## src/hdl/swg_pkg.sv

```systemverilog
// Shared constants, register codes and fixed-point helpers for the waveform generator.
package swg_pkg;

  // Configuration register codes
  typedef enum logic [2:0] {
    REG_USE_OFFSET   = 3'd0,
    REG_PHASE_OFFSET = 3'd1,
    REG_USE_SHAPE    = 3'd2,
    REG_SHAPE_MIX    = 3'd3,
    REG_USE_RANGE    = 3'd4,
    REG_RANGE_MIN    = 3'd5,
    REG_RANGE_MAX    = 3'd6
  } swg_reg_t;

  localparam logic [30:0] ONE30 = 31'h4000_0000;
  localparam logic signed [15:0] BLEND_ONE = 16'sd16384;

  // Odd polynomial for a quarter sine, Q30
  localparam logic signed [31:0] SIN_C0 = 32'sd1686629713;
  localparam logic signed [31:0] SIN_C1 = -32'sd693598668;
  localparam logic signed [31:0] SIN_C2 = 32'sd85569306;
  localparam logic signed [31:0] SIN_C3 = -32'sd5026995;
  localparam logic signed [31:0] SIN_C4 = 32'sd172272;

  // Digit-by-digit square root: 31 radicand bit pairs, 4 digits per stage
  localparam int SQ_PAIRS  = 31;
  localparam int SQ_STEPS  = 4;
  localparam int SQ_STAGES = (SQ_PAIRS + SQ_STEPS - 1) / SQ_STEPS;

  // Q30 product, rounded half up
  function automatic logic signed [31:0] mul_q30(input logic signed [31:0] a,
                                                 input logic signed [31:0] b);
    logic signed [63:0] pr;
    pr = a * b;
    pr = pr + 64'sd536870912;
    return pr[61:30];
  endfunction

endpackage

```

## src/hdl/swg_sqrt.sv

```systemverilog
// Pipelined digit-by-digit integer square root, floor result.
module swg_sqrt
  import swg_pkg::*;
(
  input  logic                 clk,
  input  logic [SQ_STAGES-1:0] en,
  input  logic [60:0]          rad_in,
  output logic [30:0]          root
);

  logic [32:0] rem_r  [SQ_STAGES];
  logic [30:0] root_r [SQ_STAGES];
  logic [61:0] rad_r  [SQ_STAGES];

  for (genvar g = 0; g < SQ_STAGES; g++) begin : g_stage
    logic [32:0] rem_p, rem_c;
    logic [30:0] root_p, root_c;
    logic [61:0] rad_p, rad_c;
    logic [32:0] trial;

    if (g == 0) begin : g_first
      assign rem_p  = '0;
      assign root_p = '0;
      assign rad_p  = {1'b0, rad_in};
    end else begin : g_next
      assign rem_p  = rem_r[g-1];
      assign root_p = root_r[g-1];
      assign rad_p  = rad_r[g-1];
    end

    always_comb begin
      rem_c  = rem_p;
      root_c = root_p;
      rad_c  = rad_p;
      trial = '0;
      for (int k = 0; k < SQ_STEPS; k++) begin
        if (g * SQ_STEPS + k < SQ_PAIRS) begin
          rem_c = {rem_c[30:0], rad_c[61:60]};
          trial = {root_c[30:0], 2'b01};
          if (rem_c >= trial) begin
            rem_c  = rem_c - trial;
            root_c = {root_c[29:0], 1'b1};
          end else begin
            root_c = {root_c[29:0], 1'b0};
          end
          rad_c = {rad_c[59:0], 2'b00};
        end
      end
    end

    always_ff @(posedge clk) begin
      if (en[g]) begin
        rem_r[g]  <= rem_c;
        root_r[g] <= root_c;
        rad_r[g]  <= rad_c;
      end
    end
  end

  assign root = root_r[SQ_STAGES-1];

endmodule

```

## config.mk

```make
export PLATFORM = sky130hd
export DESIGN_NAME = swg_sqrt
export DESIGN_NICKNAME = d
export VERILOG_FILES = /design/src/hdl/swg_pkg.sv /design/src/hdl/swg_sqrt.sv
export SDC_FILE = /design/constraint.sdc
export NUM_CORES = 2
export LEC_CHECK = 0
export BUFFER_PORTS_ARGS = -buffer_cell sky130_fd_sc_hd__buf_4
export CAP_MARGIN = 30
export CORE_UTILIZATION = 45
export CTS_BUF_LIST = sky130_fd_sc_hd__clkbuf_16
export DETAILED_ROUTE_END_ITERATION = 8
export PLACE_DENSITY_LB_ADDON = 0.3
export SLEW_MARGIN = 20
export SYNTH_ARGS = -nofsm -noshare
export SYNTH_HDL_FRONTEND = slang
export SYNTH_SLANG_ARGS = --single-unit
```

## constraint.sdc

```tcl
create_clock -name clk -period 15.9 [get_ports clk]
set_clock_uncertainty 0.1 [all_clocks]
set_input_delay 1.59 -clock clk [delete_from_list [all_inputs] [get_ports clk]]
set_output_delay 1.59 -clock clk [all_outputs]
set_load 0.05 [all_outputs]
```

# --- Word-level counts from Yosys, hierarchy flattened ---
# Memories as Yosys holds them, arrays and structs flattened.
# Index checks and enable logic that the tools add are counted.
op_classes:
  add_sub_neg: 31
  magnitude_cmp: 31
  n_mux: 78
op_table:
  columns: ["cell", "count"]
  rows:
  - ["33-bit greater-or-equal comparator", 27]
  - ["31-bit 2-to-1 mux", 23]
  - ["31-bit subtractor", 20]
  - ["33-bit 2-to-1 mux", 8]
  - ["33-bit subtractor", 7]
  - ["1-bit 2-to-1 mux", 47]
  - ["33-bit by 3-bit greater-or-equal comparator with 1-bit output", 1]
  - ["33-bit by 4-bit greater-or-equal comparator with 1-bit output", 1]
  - ["33-bit by 5-bit greater-or-equal comparator with 1-bit output", 1]
  - ["33-bit by 5-bit subtractor with 33-bit output", 1]
  - ["31-bit by 3-bit subtractor with 31-bit output", 1]
  - ["31-bit by 4-bit subtractor with 31-bit output", 1]
  - ["1-bit by 1-bit subtractor with 2-bit output (second input constant)", 1]
  - ["1-bit greater-or-equal comparator (second input constant)", 1]
word_totals:
  wordCells: 143
  output_inout_bits: 31
  ramBits: 960
  n_memories: 3
  register_bits: 0
  in_bits: 70
memory_table:
  columns: ["memory", "words", "width", "rd", "rd_ports_with_merged_regs", "wr", "line", "source"]
  rows:
  - ["rad_r", 8, 56, 7, 0, 8, "swg_sqrt.sv:13", "logic [61:0] rad_r [SQ_STAGES];"]
  - ["rem_r", 8, 33, 7, 0, 8, "swg_sqrt.sv:11", "logic [32:0] rem_r [SQ_STAGES];"]
  - ["root_r", 8, 31, 8, 0, 8, "swg_sqrt.sv:12", "logic [30:0] root_r [SQ_STAGES];"]

# --- Longest topological paths before layout ---
# An unclocked memory read counts as a cell.
logic_depth:
  depth_word: 9
  ltp_mapped: 63
  ltp_nobuf: 55

# --- Worst setup path after synthesis ---
# Ideal clock, no wire load.
synth_path:
  path_kind: "reg-to-reg"
  from: "memory rem_r[3][18]"
  to: "memory rem_r[4][4] (data pin)"
  t_arrival_ns: 12.327
  path_buffers: 9
  path_slack_ns: 3.213
  stages_incl_launch_ff: 59
  setup_time_ns: 0.260
  synth_period_minus_slack_ns: 12.687
  t_required_ns: 15.540
  cell_sequence: "edfxtp_1 nor4_2 nand3_1 or3_1 or3_1 a21oi_4 nand2_1 inv_1 clkbuf_1 buf_1 nor2_1 nor2_1 ha_1 a21o_1 a21o_1 a21o_1 a221oi_1 o21ai_0 [... 23 more ...] buf_1 nand2_1 o21ai_0 ha_1 clkbuf_1 o21ai_0 nand2b_1 a21oi_1 nor2_1 o21ai_0 nor3_1 a21oi_1 o41ai_2 nand3b_1 or2_2 nor2_1 buf_6 mux2_2"
synth_rtl:
  columns: ["element", "line"]
  rows:
  - ["start: declaration", "swg_sqrt.sv:11"]

==> metrics <==
status=completed; Cell Area, Synth=59050 µm²; share of cells above drive strength 1=between 6 and 7%; CP arrival=15300 ps; Global Route Usage Sum=between 20% and 30%; DR WL/cell=between 20 and 25 µm; final hold vios=0; type of the tightest min-delay check=flip-flop to flip-flop; H-tree depth=3; area leader, netlist=edfxtp_1; height of the die=approximately 360 µm; CTS max path bufs=3; Main synth FF type=edfxtp_1; first-pass GRT wire length=approximately 290000 µm; top-area cell type share of the netlist area=slightly below 30%; CTS tree=done; routability cong.=just under 1; Worst Tran Pin Value=~950 ps; Die X=approximately 360 µm; Worst Hold Depth=0; fraction of met1 tracks used by global routing=39.40%; Reg2Reg Depth=51; Worst path max stage delay=around 620 ps; Worst Setup End Kind=flip-flop; largest cells by area after synthesis=edfxtp_1 (29%), ha_1 (11%), xnor2_1 (6.0%); most used cell, CP=a21oi_1; Avg Synthesized Cell Area=8.401 µm²; hpwl dp=151300 µm; Crit Reg-Reg Endpoint=rem_r[5][10]; Root Driver=clkbuf_16; max cap viols=0; Final Max Slew Viols=0; cell count after synthesis=about 7.0k; die area=132700 µm²; most frequent cell after synthesis=nand2_1; Setup-failing EPs final=0; reg2reg setup slack=approximately 900 ps; Layout Area Growth over Synthesis=8.128%; GRT busiest layer=met2; count of different cell masters after synthesis=115; Via density=between 6 and 7; critical path class=flip-flop to flip-flop; Rel. slew slack=between 30% and 40%; synthesis warning total=0; ANT nets after route=0; crit path max fanout=26; Inserted Diodes=0; total core area=about 130000 µm²; period utilization=94.34%; pin count of the biggest net entering global routing=66; Yosys reg bits=570; syn_nets=roughly 7.6k; vias in the first global route=approximately 50k; Initial Util=~45%; Setup TNS Final=0 ps; footprint of the multi-input gates=39720 µm²; GR Overflow Total=0; latest clock arrival within the worst-skew pair=a little under 700 ps; Setup crit start kind=flip-flop; fin nets=about 7.6k; post-layout min period=between 15000 and 20000 ps; Hold Startpoint=rad_r[2][32]; clock transition at the registers of the reported paths=70 ps; initial antenna violation count=3; GRT met2 Usage=42.47%; clock sinks=570; most instantiated cells after synthesis=nand2_1 (629), a21oi_1 (616), nor2_1 (600); worst r2r src=root_r[1][0]; Ports=roughly 100; met3 Usage GRT=3.559%; fillers=around 12k; PortBufs=100; slowest CP cell=edfxtp_1; Cell Rows=between 100 and 150; unrepaired setup endpoints after global routing=false; DRC=0; DR iter-0 viols=approximately 5.4k; WHS Endpoint=rad_r[3][40]; WP data required=about 16000 ps; Post-synth EDFFs=570; Fmax=~0.067 GHz; share of async-settable or async-resettable flops after synthesis=0%; FF+latch area=approximately 17000 µm²; Pre-Repair DR Iteration Count=6; TritonCTS buffer count=a little under 70; DR vias=~55k; Hold Buf Count CTS=0; sequential area share after synthesis=28.99%; total wire length=188500 µm
## kinds of logic after synthesis
kind of cell	share of synthesized area, %
simple gates	21.04
compound gates	23.76
xor+xnor	9.222
buf+inv	3.768
flops	28.99
fa+ha+maj	11.06
mux	2.166
## how the worst max path moves through the flow
stage	from	endpoint	slack (ps)
5_1_grt	root_r[1][2]	rem_r[5][27]	70
2_1_floorplan	rem_r[3][18]	rem_r[4][4]	3210
3_3_place_gp	root_r[1][4]	rem_r[5][10]	300
6_report	root_r[1][0]	rem_r[5][10]	900
4_1_cts	root_r[1][4]	rem_r[5][10]	350
3_5_place_dp	root_r[1][4]	rem_r[5][10]	490
## layout by cell type, fill, tap and decap left out, drive strengths merged, types with 60 or more instances in the layout
cell,n
a211oi,60
a21o,276
a21oi,618
a31oi,77
and2,67
and3,80
buf,158
clkbuf,74
edfxtp,570
ha,522
inv,367
mux2,86
nand2,632
nand2b,89
nand3,201
nand4,128
nor2,601
nor2b,72
nor3,215
nor4,96
o211ai,64
o21a,84
o21ai,445
o21bai,85
o31ai,74
or3,69
xnor2,406
xor2,214
## worst max-delay path: cells and delay by family, from the launching register on
kind,cells,cell delay (ps)
compound gates,26,6650
fa+ha+maj,4,1440
flops,1,620
buf+inv,8,1890
mux,2,710
simple gates,11,3270
## per-layer routing
| layer | share of wire (%) | wire length [µm] |
|---|---|---|
| met1 | 46 | 85920 |
| met2 | 44 | 82040 |
| met3 | 7.3 | 13730 |
| met4 | 3.6 | 6787 |
| met5 | 0.0069 | 13 |
## through the flow
stage	hold slack (ps)	std cells	setup slack (ps)	instance area [µm²]	utilization, %
floorplan	300.3	7029	3213	59050	-
global placement	300.3	8714	302.1	61530	47.40
detailed placement	304.5	8715	492.0	61560	47.42
CTS	317.5	8838	353.3	63770	49.12
global route	321.9	8845	69.47	63850	49.18
finish	314.9	8845	899.6	63850	49.18
## final cells by class
class                   count  area share (%)
clock inverters            52          0.6800
repair buffers            161           1.950
multi-input cells        5885           62.21
flip-flops and latches    570           26.81
well taps                1742           3.414
clock buffers              71           2.783
inverters                 364           2.152
## state kept, by name (all words and copies together) (netlist names)
signal / count
rem_r: 217
root_r: 143
rad_r: 210
## what timing repair did
action / CTS / global route
resized for setup: 0 / 4
endpoints found under the setup margin: 0 / 32
buffers inserted: 0 / 2
Power is left out: the tool's default activity adds up to more than one toggle a clock period on the data nets, which glitch-free logic cannot reach.
